`src/b64c_pkg.sv`:
```
`timescale 1ns / 1ps

package b64c_pkg;

  localparam logic       MODE_ENCODE = 1'b0;
  localparam logic       MODE_DECODE = 1'b1;
  localparam logic [7:0] PAD_CHAR    = 8'h3D;
  localparam int         MAX_RESULTS = 4;
  localparam int         CNT_W       = $clog2(MAX_RESULTS + 1);

  // One result item
  typedef struct packed {
    logic [7:0] data;
    logic       has_data;
    logic       bad_char;
    logic       last;
  } result_t;

  // Message state carried between items
  typedef struct packed {
    logic [1:0] group_pos;
    logic [5:0] leftover;
    logic       pad_seen;
  } codec_state_t;

  localparam codec_state_t STATE_CLEAR = '{group_pos: 2'd0, leftover: 6'd0, pad_seen: 1'b0};
  localparam result_t      RESULT_NONE = '{data: 8'd0, has_data: 1'b0, bad_char: 1'b0,
                                           last: 1'b0};

  // 6-bit value to alphabet character
  function automatic logic [7:0] to_char(input logic [5:0] v);
    logic [7:0] w;
    w = {2'b00, v};
    if (v < 6'd26)      to_char = 8'h41 + w;
    else if (v < 6'd52) to_char = 8'h61 + w - 8'd26;
    else if (v < 6'd62) to_char = 8'h30 + w - 8'd52;
    else if (v == 6'd62) to_char = 8'h2B;
    else                 to_char = 8'h2F;
  endfunction

  // Alphabet character to {valid, 6-bit value}
  function automatic logic [6:0] from_char(input logic [7:0] c);
    logic [7:0] w;
    w = 8'd0;
    if (c >= 8'h41 && c <= 8'h5A) begin
      w = c - 8'h41;
      from_char = {1'b1, w[5:0]};
    end else if (c >= 8'h61 && c <= 8'h7A) begin
      w = c - 8'h61 + 8'd26;
      from_char = {1'b1, w[5:0]};
    end else if (c >= 8'h30 && c <= 8'h39) begin
      w = c - 8'h30 + 8'd52;
      from_char = {1'b1, w[5:0]};
    end else if (c == 8'h2B) begin
      from_char = {1'b1, 6'd62};
    end else if (c == 8'h2F) begin
      from_char = {1'b1, 6'd63};
    end else begin
      from_char = 7'd0;
    end
  endfunction

endpackage

```
`src/base64_codec_unit.sv`:
```
`timescale 1ns / 1ps

// Streaming base64 codec (standard alphabet, '=' padding).
// cfg_valid/cfg_ready/cfg_data writes the mode bit (0 encode, 1 decode);
// any write also clears the message state. Write only while idle.
// s_axis carries one byte or character per transfer, tlast on the
// message's final item. m_axis returns result items: tdata is the
// character or byte, tuser[0] has_data, tuser[1] bad_char, tlast ends
// the message.
// Each input item yields 0 to 4 results (encode: 1 or 2, up to 4 on a
// last byte with padding; decode: 1 or none). They are computed in the
// accept cycle and held in a four-entry result buffer that drains one
// result per cycle while m_axis_tready is high, so the first result
// appears in the cycle after the input transfer. A new item is accepted
// in the cycle the buffer's final result leaves, so the codec takes the
// next item while its last result is still going out.
// When m_axis_tready is low a non-empty buffer holds and s_axis_tready
// drops. Reset selects encode mode, clears the message state and empties
// the buffer.
module base64_codec_unit (
  input  logic       clk,
  input  logic       rst,
  input  logic       cfg_valid,
  output logic       cfg_ready,
  input  logic       cfg_data,          // mode
  input  logic       s_axis_tvalid,
  output logic       s_axis_tready,
  input  logic [7:0] s_axis_tdata,      // [7:0] in_byte
  input  logic       s_axis_tlast,      // in_last
  output logic       m_axis_tvalid,
  input  logic       m_axis_tready,
  output logic [7:0] m_axis_tdata,      // [7:0] out_byte
  output logic [1:0] m_axis_tuser,      // [0] has_data, [1] bad_char
  output logic       m_axis_tlast       // out_last
);
  import b64c_pkg::*;

  logic               mode;
  codec_state_t       state;
  codec_state_t       state_next;
  result_t            res_buf [MAX_RESULTS];
  result_t            step_res [MAX_RESULTS];
  logic [CNT_W-1:0]   cnt;
  logic [CNT_W-1:0]   step_cnt;
  logic               in_xfer;
  logic               out_xfer;

  b64c_step u_step (
    .mode       (mode),
    .state      (state),
    .in_byte    (s_axis_tdata),
    .in_last    (s_axis_tlast),
    .res        (step_res),
    .res_cnt    (step_cnt),
    .state_next (state_next)
  );

  // handshakes
  assign cfg_ready     = 1'b1;
  assign out_xfer      = m_axis_tvalid && m_axis_tready;
  assign s_axis_tready = (cnt == '0) || ((cnt == CNT_W'(1)) && m_axis_tready);
  assign in_xfer       = s_axis_tvalid && s_axis_tready;

  assign m_axis_tvalid = (cnt != '0);
  assign m_axis_tdata  = res_buf[0].data;
  assign m_axis_tuser  = {res_buf[0].bad_char, res_buf[0].has_data};
  assign m_axis_tlast  = res_buf[0].last;

  // control: mode, message state, fill count
  always_ff @(posedge clk) begin
    if (rst) begin
      mode  <= MODE_ENCODE;
      state <= STATE_CLEAR;
      cnt   <= '0;
    end else begin
      if (cfg_valid && cfg_ready) begin
        mode  <= cfg_data;
        state <= STATE_CLEAR;
      end else if (in_xfer) begin
        state <= state_next;
      end
      if (in_xfer)       cnt <= step_cnt;
      else if (out_xfer) cnt <= cnt - CNT_W'(1);
    end
  end

  // result buffer: load on input transfer, shift down on output transfer
  always_ff @(posedge clk) begin
    if (in_xfer) begin
      for (int i = 0; i < MAX_RESULTS; i++) begin
        res_buf[i] <= step_res[i];
      end
    end else if (out_xfer) begin
      for (int i = 0; i < MAX_RESULTS - 1; i++) begin
        res_buf[i] <= res_buf[i + 1];
      end
      res_buf[MAX_RESULTS - 1] <= RESULT_NONE;
    end
  end

endmodule

```
`src/b64c_step.sv`:
```
`timescale 1ns / 1ps

// Per-item codec step: results of one input item and the next message state
module b64c_step (
  input  logic                   mode,
  input  b64c_pkg::codec_state_t state,
  input  logic [7:0]             in_byte,
  input  logic                   in_last,
  output b64c_pkg::result_t      res [b64c_pkg::MAX_RESULTS],
  output logic [b64c_pkg::CNT_W-1:0] res_cnt,
  output b64c_pkg::codec_state_t state_next
);
  import b64c_pkg::*;

  logic [6:0] dec_val;
  logic [5:0] lo_next;
  logic [1:0] pos_next;

  assign dec_val = from_char(in_byte);

  always_comb begin
    for (int i = 0; i < MAX_RESULTS; i++) begin
      res[i] = RESULT_NONE;
    end
    res_cnt    = '0;
    state_next = state;
    lo_next    = state.leftover;
    pos_next   = state.group_pos;

    if (mode == MODE_ENCODE) begin
      // one or two characters from the byte
      case (state.group_pos)
        2'd0: begin
          res[0]   = '{data: to_char(in_byte[7:2]), has_data: 1'b1, bad_char: 1'b0, last: 1'b0};
          lo_next  = {in_byte[1:0], 4'd0};
          pos_next = 2'd1;
          res_cnt  = CNT_W'(1);
        end
        2'd1: begin
          res[0]   = '{data: to_char({state.leftover[5:4], in_byte[7:4]}), has_data: 1'b1,
                       bad_char: 1'b0, last: 1'b0};
          lo_next  = {in_byte[3:0], 2'd0};
          pos_next = 2'd2;
          res_cnt  = CNT_W'(1);
        end
        default: begin
          res[0]   = '{data: to_char({state.leftover[5:2], in_byte[7:6]}), has_data: 1'b1,
                       bad_char: 1'b0, last: 1'b0};
          res[1]   = '{data: to_char(in_byte[5:0]), has_data: 1'b1, bad_char: 1'b0,
                       last: 1'b0};
          lo_next  = 6'd0;
          pos_next = 2'd0;
          res_cnt  = CNT_W'(2);
        end
      endcase
      state_next.leftover  = lo_next;
      state_next.group_pos = pos_next;

      // flush and pad at end of message
      if (in_last) begin
        case (pos_next)
          2'd1: begin
            res[1]  = '{data: to_char(lo_next), has_data: 1'b1, bad_char: 1'b0, last: 1'b0};
            res[2]  = '{data: PAD_CHAR, has_data: 1'b1, bad_char: 1'b0, last: 1'b0};
            res[3]  = '{data: PAD_CHAR, has_data: 1'b1, bad_char: 1'b0, last: 1'b1};
            res_cnt = CNT_W'(4);
          end
          2'd2: begin
            res[1]  = '{data: to_char(lo_next), has_data: 1'b1, bad_char: 1'b0, last: 1'b0};
            res[2]  = '{data: PAD_CHAR, has_data: 1'b1, bad_char: 1'b0, last: 1'b1};
            res_cnt = CNT_W'(3);
          end
          default: begin
            if (res_cnt == CNT_W'(2)) res[1].last = 1'b1;
            else                      res[0].last = 1'b1;
          end
        endcase
        state_next = STATE_CLEAR;
      end
    end else begin
      // decode: at most one result
      if (!state.pad_seen) begin
        if (in_byte == PAD_CHAR) begin
          state_next.pad_seen = 1'b1;
        end else if (!dec_val[6]) begin
          res[0]  = '{data: 8'd0, has_data: 1'b0, bad_char: 1'b1, last: 1'b0};
          res_cnt = CNT_W'(1);
        end else begin
          case (state.group_pos)
            2'd0: begin
              state_next.leftover  = dec_val[5:0];
              state_next.group_pos = 2'd1;
            end
            2'd1: begin
              res[0] = '{data: {state.leftover, dec_val[5:4]}, has_data: 1'b1,
                         bad_char: 1'b0, last: 1'b0};
              res_cnt = CNT_W'(1);
              state_next.leftover  = {2'd0, dec_val[3:0]};
              state_next.group_pos = 2'd2;
            end
            2'd2: begin
              res[0] = '{data: {state.leftover[3:0], dec_val[5:2]}, has_data: 1'b1,
                         bad_char: 1'b0, last: 1'b0};
              res_cnt = CNT_W'(1);
              state_next.leftover  = {4'd0, dec_val[1:0]};
              state_next.group_pos = 2'd3;
            end
            default: begin
              res[0] = '{data: {state.leftover[1:0], dec_val[5:0]}, has_data: 1'b1,
                         bad_char: 1'b0, last: 1'b0};
              res_cnt = CNT_W'(1);
              state_next.leftover  = 6'd0;
              state_next.group_pos = 2'd0;
            end
          endcase
        end
      end
      // end of message: empty marker when nothing came out
      if (in_last) begin
        res[0].last = 1'b1;
        res_cnt     = CNT_W'(1);
        state_next  = STATE_CLEAR;
      end
    end
  end

endmodule
```
`config.mk`:
```
export PLATFORM = sky130hd
export DESIGN_NAME = base64_codec_unit
export DESIGN_NICKNAME = d
export VERILOG_FILES = /design/src/b64c_pkg.sv /design/src/base64_codec_unit.sv /design/src/b64c_step.sv
export SDC_FILE = /design/constraint.sdc
export NUM_CORES = 1
export LEC_CHECK = 0
export BUFFER_PORTS_ARGS = -buffer_cell sky130_fd_sc_hd__buf_4
export CAP_MARGIN = 20
export CORE_MARGIN = 2
export CORE_UTILIZATION = 63
export CTS_CLUSTER_SIZE = 25
export DETAILED_ROUTE_END_ITERATION = 8
export PLACE_DENSITY = 0.8
export SYNTH_ARGS = -nofsm -noshare
export SYNTH_HDL_FRONTEND = slang
export SYNTH_SLANG_ARGS = --single-unit
```
`constraint.sdc`:
```
create_clock -name clk -period 3.44 [get_ports clk]
set_input_delay 0.344 -clock clk [delete_from_list [all_inputs] [get_ports clk]]
set_output_delay 0.344 -clock clk [all_outputs]
set_load 0.02 [all_outputs]
```
---- After elaboration in Yosys (flattened, before gate mapping) ----
Memory sizes are Yosys's and may differ from the RTL's.
Index checks and enable logic that the tools add are counted.
word-level totals
  output and inout port bits .............. 14
  bits in registers ....................... 13
  memories ................................ 1
  logic and storage cells ................. 171
  RAM bits ................................ 44
  input port bits ......................... 15
memory list
  memory   words  bits a word  rd ports  clocked after memory_dff  write ports  RTL line                 text
  res_buf  4      11           4         0                         4            base64_codec_unit.sv:41  result_t res_buf [MAX_RESULTS];
operators by class
  bitwise gates (word level) .............. 4
  equal/unequal tests ..................... 17
  magnitude comparators ................... 21
  mux-type cells .......................... 75
  add/subtract/negate cells ............... 31
  reductions and logical operators ........ 17
operators by type and width
  cell                                                         number
  two-way mux 8 bit                                            17
  two-way mux 11 bit                                           9
  adder 7 x 6 -> 8 bit (first input constant)                  10
  less-than comparator 6 bit (second input constant)           10
  two-way mux 9 bit                                            5
  two-way mux 3 bit                                            14
  subtractor 8 x 5 -> 8 bit (second input constant)            5
  subtractor 8 x 6 -> 8 bit (second input constant)            5
  adder 6 x 6 -> 7 bit (first input constant)                  5
  two-way mux 7 bit                                            5
  two-way mux 34 bit                                           1
  two-way mux 33 bit                                           1
  case mux 11 bit (3 select lines)                             1
  equality test 6 bit (second input constant)                  5
  less-than comparator 6 x 5 -> 1 bit (second input constant)  5
  equality test 8 x 6 -> 1 bit (second input constant)         3
  case mux 8 bit (3 select lines)                              1
  case mux 11 bit (2 select lines)                             1
  case mux 9 bit (2 select lines)                              1
  >= comparator 8 x 7 -> 1 bit (second input constant)         2
  <= comparator 8 x 7 -> 1 bit (second input constant)         2
  two-way mux 1 bit                                            12
  case mux 6 bit (2 select lines)                              1
  subtractor 6 bit (second input constant)                     2
  other kinds (27)                                             42

---- Logic depth before layout (Yosys ltp) ----
Gate-level depths: netlist (run 1).
  depth in word-level cells ............... 13
  mapped depth ............................ 14
  mapped depth without buffers ............ 13

---- Hierarchy ----
Synthesis (run 1) repeated with hierarchy kept, for this count alone.
second synthesis, totals
  cells, all modules ...................... 756
  area total of the unflattened synthesis .. 6055.8 µm²
by module, submodules not included
  module             seq. area each (µm²)  cells each  times used  area an instance (µm²)
  b64c_step          0.0                   577         1           3552.2
  base64_codec_unit  1581.5                179         1           2503.7

---- Worst setup path after synthesis (run 1) ----
OpenSTA, ideal clock, no wires.
  path kind ............................... input to register
  start point ............................. input port s_axis_tdata[2]
  end point ............................... memory res_buf[0][5] (netlist name) (data pin)
  stages on the path ...................... 11
  data arrival time ....................... 2.820 ns
  required time ........................... 3.175 ns
  path buffers ............................ 2
  setup time .............................. 0.265 ns
  path slack .............................. 0.355 ns
  cell sequence ........................... clkbuf_1 > buf_1 > inv_1 > ha_1 > a21o_1 > a21o_1 > a221o_2 > o21ai_0 > o32ai_2 > a221oi_1 > o32ai_1
RTL lines
  item             RTL line                 text
  start, declared  base64_codec_unit.sv:28  input logic [7:0] s_axis_tdata,
  end, declared    base64_codec_unit.sv:41

==> results of run 1 <==
==> worst max path at each step <==
stage	slack [ns]	endpoint	startpoint	cells past startpoint
finish	0.38	res_buf[1][6]	state[7]	12
global route	0.20	res_buf[1][6]	state[8]	13
CTS	0.46	res_buf[1][6]	state[8]	13
detailed placement	0.24	res_buf[0][5]	s_axis_tdata[6]	11
global placement	0.23	res_buf[0][6]	s_axis_tdata[4]	10
floorplan	0.35	res_buf[0][5]	s_axis_tdata[2]	11
==> metrics by stage <==
| stage | setup slack [ns] | util | cells |
|---|---|---|---|
| after floorplan | 0.355 | - | 617 |
| after global routing | 0.196 | 0.723 | 749 |
| after global placement | 0.230 | 0.708 | 740 |
| final | 0.384 | 0.723 | 749 |
| after detailed placement | 0.240 | 0.710 | 741 |
| after CTS | 0.461 | 0.723 | 749 |
==> critical path, stage by stage, from the launching register on <==
cell     delay, ns
dfxtp_1       0.37
inv_1         0.13
ha_1          0.18
buf_4         0.23
a22oi_1       0.21
nor2_1        0.31
inv_1         0.15
ha_1          0.25
a21oi_1       0.47
nor2_1        0.10
a21oi_1       0.16
o22a_1        0.16
o21ai_0       0.07
==> sequential cells by signal, summed over array words and instances, names as in the netlist <==
name,cells
cnt,3
mode,1
res_buf,24
state,9
==> cells by family (layout without fill, tap and decap cells) <==
logic type               Yosys count  in the layout
XOR/XNOR                          30             30
adder cells (fa/ha/maj)           44             44
AND/OR/NAND/NOR                  208            208
AO/OA/AOI/OAI                    220            220
flip-flops                        37             37
multiplexers                       4              4
buffers and inverters             73            106
other                              1              1
==> placed cells by master (no fill, tap or decap), types with 5 or more instances in the layout <==
cell type and instances:
o311ai_0 6, nand2b_1 8, a21o_1 8, inv_1 34, or3_1 5, o31ai_1 7, o21ai_0 44, nor4_1 7
nor3_1 19, xnor2_1 24, edfxtp_1 24, dfxtp_1 13, clkbuf_8 6, and3_1 5, nor2b_1 10, o221ai_1 5
a21oi_1 52, a32oi_1 6, a221oi_1 13, xor2_1 6, nand3_1 37, a31oi_1 12, o211ai_1 12, ha_1 44
nand2_1 59, buf_4 62, o2111ai_1 7, nor2_1 38
==> final cells by class <==
cell class / instances / area (um^2) / area share
inverters: 35 / 131 / 0.0252
well taps: 99 / 124 / 0.0238
multi-input cells: 507 / 3410 / 0.654
clock inverters: 1 / 6.26 / 0.00120
flip-flops and latches: 37 / 981 / 0.188
clock buffers: 7 / 86.3 / 0.0166
repair buffers: 63 / 477 / 0.0915
==> power by group through the flow <==
stage | Clock (W) | Sequential [W] | Combinational, W
after CTS | 0.000321 | 0.000809 | 0.00138
final | 0.000330 | 0.000810 | 0.00141
after detailed placement | 0 | 0.000818 | 0.00137
after global routing | 0.000342 | 0.000828 | 0.00152
after floorplan | 0 | 0.000873 | 0.000825
after global placement | 0 | 0.000808 | 0.00134
==> layer usage <==
metal,up-vias,part of all wire,global-route usage
met5,-,0,0
met4,0,0.028,0.110
met3,48,0.11,0.0604
met2,400,0.45,0.584
met1,2373,0.41,0.536
li1,2380,-,-
==> results.toml, run 1 <==
[timing]
period_needed_ns = 3.06
maxSlewHeadroom = 0.279
rsz0062_at_grt = "false"
hold_viol = 0
slew_violations = 0
fmax_ghz = 0.327
setup_viol_count_final = 0
tightest_slew_ns = 1.08
tns_ns = 0
holdWs_ns = 0.230
fin_skew_ns = 0.00961
fin_crit_sh = 0.888

[synth]
synth_top_cell_area_share = 0.154
synth.distinct_cells = 71
synth_area_um2 = 4670
synth_compound_area_frac = 0.330
syn_inst = 617
synthTopCellsByArea = "edfxtp_1 15%, ha_1 12%, a21oi_1 5.6%"
async_reset_ff_frac = 0
synth-edff-count = 24
synth_seq_cells = 37
seq_area_frac_synth = 0.210
synth_nets = 676
synth_fa_ha_area_frac = 0.118
yosys.area_share.simple = 0.216
synth_mux_area_frac = 0.00911
synth_top_area_cell = "edfxtp_1"
ys_warn_count = 0
synth.most_common_cell = "nand2_1"
synth_top_family_by_area = "compound AO/OA/AOI/OAI gates"
synth_xor_area_frac = 0.0563
synth_top_flop_cell = "edfxtp_1"
syn_avg_cell_area_um2 = 7.57
synth_common_cells = "59 x nand2_1, 52 x a21oi_1, 44 x ha_1, 44 x o21ai_0, 38 x nor2_1"

[final_layout]
antenna_cells = 0
drive_above_1_share = 0.137
stdcell_area_um2 = 5210
n_fill_cell = 621
nets = 708
areaGrowthSynthToFinish_pct = 11.6

[route]
drc = 0
first_pass_iters = 5
routed_wirelength_um = 15400
via_per_inst = 6.94
dr_total_vias = 5201
ant_nets = 0
avgRoutedWirePerCell_um = 20.6
drtIter0Drc = 748

[placement]
detailed_place_hpwl_um = 11300
placedInstanceArea_um2 = 5120
gp_congestion = 0.965
port_buffers = 27

[floorplan]
io_pins = 29
rows = 31
core-area_um2 = 7210
dieHeight_um = 90.1
start_util = 0.647
die_width_um = 90.1
die-area_um2 = 8120

[cts]
hold_buffers = 0
clockBufferDepth = 2
clock_sinks = 37
cts-root-buf = "clkbuf_8"
htree_num_levels = 2
cts_resized = 0
postCtsSetupRepairBufs = 0
cts_tree = "done"
clk_pin_slew_ns = 0.08
worst_skew_pair.late_latency_ns = 0.30
cts_buffers = 5

[power_and_ir_drop]
power_frac_clock = 0.129
p_leak_nw = 2.02
peakVddDrop_mv = 0.303
p_sw_w = 0.00117
p_int_w = 0.00139
power.total_w = 0.00255
swShare = 0.457
power_density_nw_per_um2 = 490
seqPwrFrac = 0.318
comb_power_share = 0.553

[critical_path]
r2r_end = "res_buf[1][6]"
r2r_slack_ns = 0.38
cp_max_fo = 14
cp.required_ns = 3.47
crit_type = "reg2reg"
reg2reg_depth = 12
crit_path_end_kind = "register"
crit_path_start_kind = "register"
rr_startpoint = "state[7]"
crit_arrival_ns = 3.09

[global_routing]
antenna_found_initial = 0
grt_overflow = 0
grt_pass1_wl_um = 25000
grtUsageTotal = 0.375
grt_pass1_vias = 4800
grt_max_degree = 25

[worst_hold_path]
min_path_type = "in2reg"
min_from = "rst"
hold_path_end = "cnt[0]"
min_path_cells = 2

[job]
cap_viol_max_count = 0

[outcome]
outcome = "completed"
Note: power is estimated with default switching activity, not from simulation.
==> inputs of run 2 (changes only) <==
--- a/config.mk
+++ b/config.mk
@@ -12,6 +12,7 @@
 export CTS_CLUSTER_SIZE = 25
 export DETAILED_ROUTE_END_ITERATION = 8
 export PLACE_DENSITY = 0.8
+export RECOVER_POWER = 50
 export SYNTH_ARGS = -nofsm -noshare
 export SYNTH_HDL_FRONTEND = slang
 export SYNTH_SLANG_ARGS = --single-unit
==> run 2 against run 1 <==
Net effect: worst setup slack got worse by 0.0061 ns; non-clock buffer count unchanged; global-route usage unchanged; power decreased by 2.9%; maximum frequency decreased by 0.20%; flip-flop and latch count unchanged; routed wire length increased by 0.28%; critical path type unchanged; largest cell class unchanged; highest routed layer unchanged.
==> results.toml, run 2 (same netlist as run 1, synthesis figures left out) <==
[route]
routed_wirelength_um = 15500
via_per_inst = 6.99
avgRoutedWirePerCell_um = 20.7
dr_total_vias = 5233
drc = 0
drtIter0Drc = 795
ant_nets = 0
first_pass_iters = 6

[global_routing]
grtUsageTotal = 0.375
antenna_found_initial = 0
grt_pass1_vias = 4800
grt_overflow = 0
grt_pass1_wl_um = 25000
grt_max_degree = 25

[placement]
port_buffers = 27
gp_congestion = 0.965
detailed_place_hpwl_um = 11300

[floorplan]
io_pins = 29
rows = 31
die-area_um2 = 8120
die_width_um = 90.1
start_util = 0.647
dieHeight_um = 90.1
core-area_um2 = 7210

[cts]
htree_num_levels = 2
clockBufferDepth = 2
cts-root-buf = "clkbuf_8"
postCtsSetupRepairBufs = 0
clock_sinks = 37
clk_pin_slew_ns = 0.07
hold_buffers = 0
worst_skew_pair.late_latency_ns = 0.30
cts_tree = "done"
cts_resized = 0
cts_buffers = 5

[critical_path]
crit_type = "reg2reg"
r2r_slack_ns = 0.38
reg2reg_depth = 13
crit_path_end_kind = "register"
rr_startpoint = "state[8]"
cp_slowest_stage_delay_ns = 0.35
path_common_cell = "ha_1"
cp.required_ns = 3.47
crit_arrival_ns = 3.09
cp.depth = 13
cp_max_fo = 6
slowest_stage = "dfxtp_1"
crit_family = "simple AND/OR/NAND/NOR gates"
startpoint = "state[8]"
crit_buf_inv = 2
crit_path_start_kind = "register"
crit_chain = "inv_1 > ha_1 > inv_1 > ha_1 > nor2b_1 > nand2_1 > ha_1 > nor2b_1 > xnor2_1 > nor2_1 > a21oi_1 > o22a_1 > o21ai_0"

[job]
cap_viol_max_count = 0

[outcome]
outcome = "completed"

[timing]
fin_skew_ns = 0.00763
fin_crit_sh = 0.890
period_needed_ns = 3.06
fmax_ghz = 0.327
slew_violations = 0
tns_ns = 0
setup_viol_count_final = 0
hold_viol = 0
holdWs_ns = 0.232
maxSlewHeadroom = 0.295
rsz0062_at_grt = "false"
tightest_slew_ns = 1.06

[final_layout]
nets = 708
areaGrowthSynthToFinish_pct = 10.4
top_register = "res_buf"
antenna_cells = 0
drive_above_1_share = 0.114
reg_top3 = "res_buf: 24 flops, state: 9 flops, cnt: 3 flops"
final_common_cell = "nand2_1"
layout_common_cells = "59 x nand2_1, 52 x a21oi_1, 47 x buf_4"
largest_reg_flops = 24

[worst_hold_path]
min_path_type = "in2reg"
min_from = "rst"
min_path_cells = 2

[power_and_ir_drop]
peakVddDrop_mv = 0.299
power_density_nw_per_um2 = 480
p_leak_nw = 1.96
-- run 2: changes by cell type in the layout (fill, tap and decap cells not counted) --
cell,previous run,this run
clkbuf_1,1,16
buf_4,62,47
-- run 2: path summary, 6_finish.rpt --
check | endpoint
setup / recovery | res_buf[1][6]
hold / removal | cnt[0]
setup reg to reg | res_buf[1][6]
hold reg to reg | state[2]
-- run 2: final cells by class --
cell class | count | area [um^2]
Inverter | 35 | 131
Multi-Input combinational cell | 507 | 3410
Sequential cell | 37 | 981
Fill cell | 630 | 2060
Tap cell | 99 | 124
Clock inverter | 1 | 6.26
Clock buffer | 7 | 86.3
Timing Repair Buffer | 63 | 420
-- run 2: power breakdown --
part / internal (W) / switching [W]
sequential: 0.000729 / 0.0000801
clock: 0.000163 / 0.000166
combinational: 0.000422 / 0.000917
-- run 2: per-layer routing --
metal / global-route usage / vias to the layer above / part of all wire / wire length, um
li1: - / 2380 / - / -
met1: 0.536 / 2373 / 0.41 / 6310
met2: 0.584 / 422 / 0.44 / 6880
met3: 0.0604 / 58 / 0.12 / 1800
met4: 0.110 / 0 / 0.032 / 493
met5: 0 / - / 0 / 0
-- run 2: metrics by stage --
stage / util / power (W) / std cells / area, um^2 / setup WS (ns)
after global routing: 0.715 / 0.00262 / 749 / 5160 / 0.198
final: 0.715 / 0.00248 / 749 / 5160 / 0.378
after floorplan: - / 0.00170 / 617 / 4670 / 0.355
after global placement: 0.708 / 0.00215 / 740 / 5110 / 0.230
after detailed placement: 0.710 / 0.00219 / 741 / 5120 / 0.240
after CTS: 0.723 / 0.00251 / 749 / 5210 / 0.461
==> inputs of run 3 (changes only) <==
--- a/config.mk
+++ b/config.mk
@@ -8,11 +8,13 @@
 export BUFFER_PORTS_ARGS = -buffer_cell sky130_fd_sc_hd__buf_4
 export CAP_MARGIN = 20
 export CORE_MARGIN = 2
-export CORE_UTILIZATION = 63
+export CORE_UTILIZATION = 64
 export CTS_CLUSTER_SIZE = 25
 export DETAILED_ROUTE_END_ITERATION = 8
-export PLACE_DENSITY = 0.8
+export GPL_ROUTABILITY_DRIVEN = 0
+export PLACE_DENSITY = 0.81
 export RECOVER_POWER = 50
 export SYNTH_ARGS = -nofsm -noshare
 export SYNTH_HDL_FRONTEND = slang
+export SYNTH_HIERARCHICAL = 1
 export SYNTH_SLANG_ARGS = --single-unit
==> run 3 against run 2 <==
Net effect: synthesized cell count rose by 23%; area after synthesis grew 30%; critical path depth down 1; critical path type is now in2reg; clock power up 120%; global-route usage decreased by 2.2 points; core utilization shrank 0.36 points; worst hold slack worse by 0.036 ns; cell area is 27% higher.
==> results.toml, run 3 <==
[final_layout]
layout_common_cells = "67 x a21oi_1, 58 x nor2_1, 58 x buf_4"
n_fill_cell = 748
finalNonFillerCells = 889
nets = 828
final_common_cell = "a21oi_1"
seq_area_um2 = 1580
top_register = "res_buf"
largest_reg_flops = 44
antenna_cells = 0
drive_above_1_share = 0.150
multi_input_area_um2 = 3980
areaGrowthSynthToFinish_pct = 8.00
reg_top3 = "res_buf: 44 flops, state: 9 flops, cnt: 3 flops"

[synth]
synth_common_cells = "66 x a21oi_1, 58 x nor2_1, 55 x nand2_1, 44 x edfxtp_1, 44 x o21ai_0"
synth_top_cell_area_share = 0.218
synth_area_um2 = 6060
synth_seq_cells = 57
synth.distinct_cells = 75
synthTopCellsByArea = "edfxtp_1 22%, ha_1 8.3%, mux2_2 5.6%"
synth_top_area_cell = "edfxtp_1"
synth_top_flop_cell = "edfxtp_1"
seq_area_frac_synth = 0.261
syn_inst = 756
async_reset_ff_frac = 0
syn_avg_cell_area_um2 = 8.01
ys_warn_count = 6
synth.most_common_cell = "a21oi_1"
synth-edff-count = 44

[job]
cap_viol_max_count = 0

[route]
via_per_inst = 7.05
drc = 0
routed_wirelength_um = 18000
ant_nets = 0
drtIter0Drc = 604
dr_total_vias = 6264
avgRoutedWirePerCell_um = 20.3
first_pass_iters = 8

[critical_path]
crit_path_end_kind = "register"
crit_buf_inv = 3
cp_max_fo = 13
crit_type = "in2reg"
cp.required_ns = 3.72
crit_path_start_kind = "input port"
slowest_stage = "or3b_2"
crit_family = "compound AO/OA/AOI/OAI gates"
cp_slowest_stage_delay_ns = 0.49
path_common_cell = "buf_4"
crit_arrival_ns = 3.34
crit_chain = "buf_4 > clkinv_1 > ha_1 > or3b_2 > o311a_1 > a32o_1 > o21ai_2 > buf_4 > a31oi_1 > o21ai_0 > nand3_1 > a21oi_1"

[power_and_ir_drop]
seqPwrFrac = 0.388
comb_power_share = 0.399
swShare = 0.383
peakVddDrop_mv = 0.724
p_int_w = 0.00206
power_frac_clock = 0.213
power_density_nw_per_um2 = 510
p_leak_nw = 2.51
p_sw_w = 0.00128

[cts]
cts_tree = "done"
clk_pin_slew_ns = 0.07
cts-root-buf = "clkbuf_8"
postCtsSetupRepairBufs = 0
cts_resized = 0
worst_skew_pair.late_latency_ns = 0.35
clockBufferDepth = 2
cts_buffers = 9
hold_buffers = 0
clock_sinks = 57
htree_num_levels = 3

[timing]
rsz0062_at_grt = "false"
fin_crit_sh = 0.889
fin_skew_ns = 0.00952
tightest_slew_ns = 1.06
tns_ns = 0
period_needed_ns = 3.06
slew_violations = 0
fmax_ghz = 0.327
setup_viol_count_final = 0
maxSlewHeadroom = 0.294
hold_viol = 0

[floorplan]
io_pins = 29
rows = 35
dieHeight_um = 101
die_width_um = 101
core-area_um2 = 9200
die-area_um2 = 10300
start_util = 0.659

[placement]
port_buffers = 27
dp.cells = 873
detailed_place_hpwl_um = 12700

[worst_hold_path]
min_path_type = "in2reg"

[global_routing]
grt_overflow = 0
antenna_found_initial = 0
grt_pass1_wl_um = 28800
grtUsageTotal = 0.353
grt_max_degree = 45
grt_pass1_vias = 5877

[outcome]
outcome = "completed"
==> run 3: changes by cell type in the layout (fill, tap and decap cells not counted), sizes merged, moves of 14 or more <==
| cell | delta |
|---|---|
| a21oi | +14 |
| edfxtp | +20 |
| nor2 | +20 |
| mux2 | +32 |
| and2 | +16 |
==> run 3: logic make-up (layout without fill, tap and decap cells) <==
group,after synthesis,in the layout,synth area share
other,2,10,0.00124
multiplexers,37,37,0.0682
adder cells (fa/ha/maj),40,40,0.0826
AO/OA/AOI/OAI,234,234,0.262
buffers and inverters,106,120,0.0855
AND/OR/NAND/NOR,261,261,0.212
flip-flops,57,57,0.261
XOR/XNOR,19,19,0.0275
==> run 3: per-layer routing <==
layer	global-route usage	vias to the layer above	wire length, um
met2	0.566	472	8320
met3	0.0614	97	1910
met1	0.445	2889	6820
li1	-	2806	-
met4	0.212	0	961
met5	0	-	0
==> run 3: path summary, 6_finish.rpt <==
path | endpoint | start | depth (start not counted) | slack, ns
setup / recovery | state[4] | s_axis_tdata[5] | 12 | 0.38
hold / removal | mode | rst | 2 | 0.20
setup reg to reg | res_buf[1][6] | state[7] | 10 | 0.46
hold reg to reg | cnt[1] | cnt[1] | 2 | 0.50
==> run 3: power groups by stage <==
stage          logic, W  registers (W)  clock network (W)
2_1_floorplan  0.000938        0.00132                  0
3_3_place_gp    0.00132        0.00127                  0
3_5_place_dp    0.00136        0.00129                  0
4_1_cts         0.00138        0.00129           0.000723
5_1_grt         0.00143        0.00131           0.000740
6_report        0.00133        0.00129           0.000712
==> run 3: stage by stage <==
step | cell area (um^2) | util | worst slack, ns | hold WS [ns] | power (W)
after CTS | 6600 | 0.717 | 0.475 | 0.181 | 0.00339
after global placement | 6370 | 0.693 | 0.237 | 0.475 | 0.00259
after detailed placement | 6370 | 0.693 | 0.114 | 0.490 | 0.00265
after global routing | 6540 | 0.711 | 0.0900 | 0.200 | 0.00349
after floorplan | 6090 | - | 0.108 | 0.416 | 0.00226
final | 6540 | 0.711 | 0.382 | 0.196 | 0.00333
==> run 3: area by class of cell <==
type / instances / area share
timing repair buffer: 73 / 0.0756
inverter: 31 / 0.0178
sequential: 57 / 0.242
clock buffer: 9 / 0.0189
multi-input combinational: 601 / 0.609
clock inverter: 7 / 0.0157
tap: 111 / 0.0212
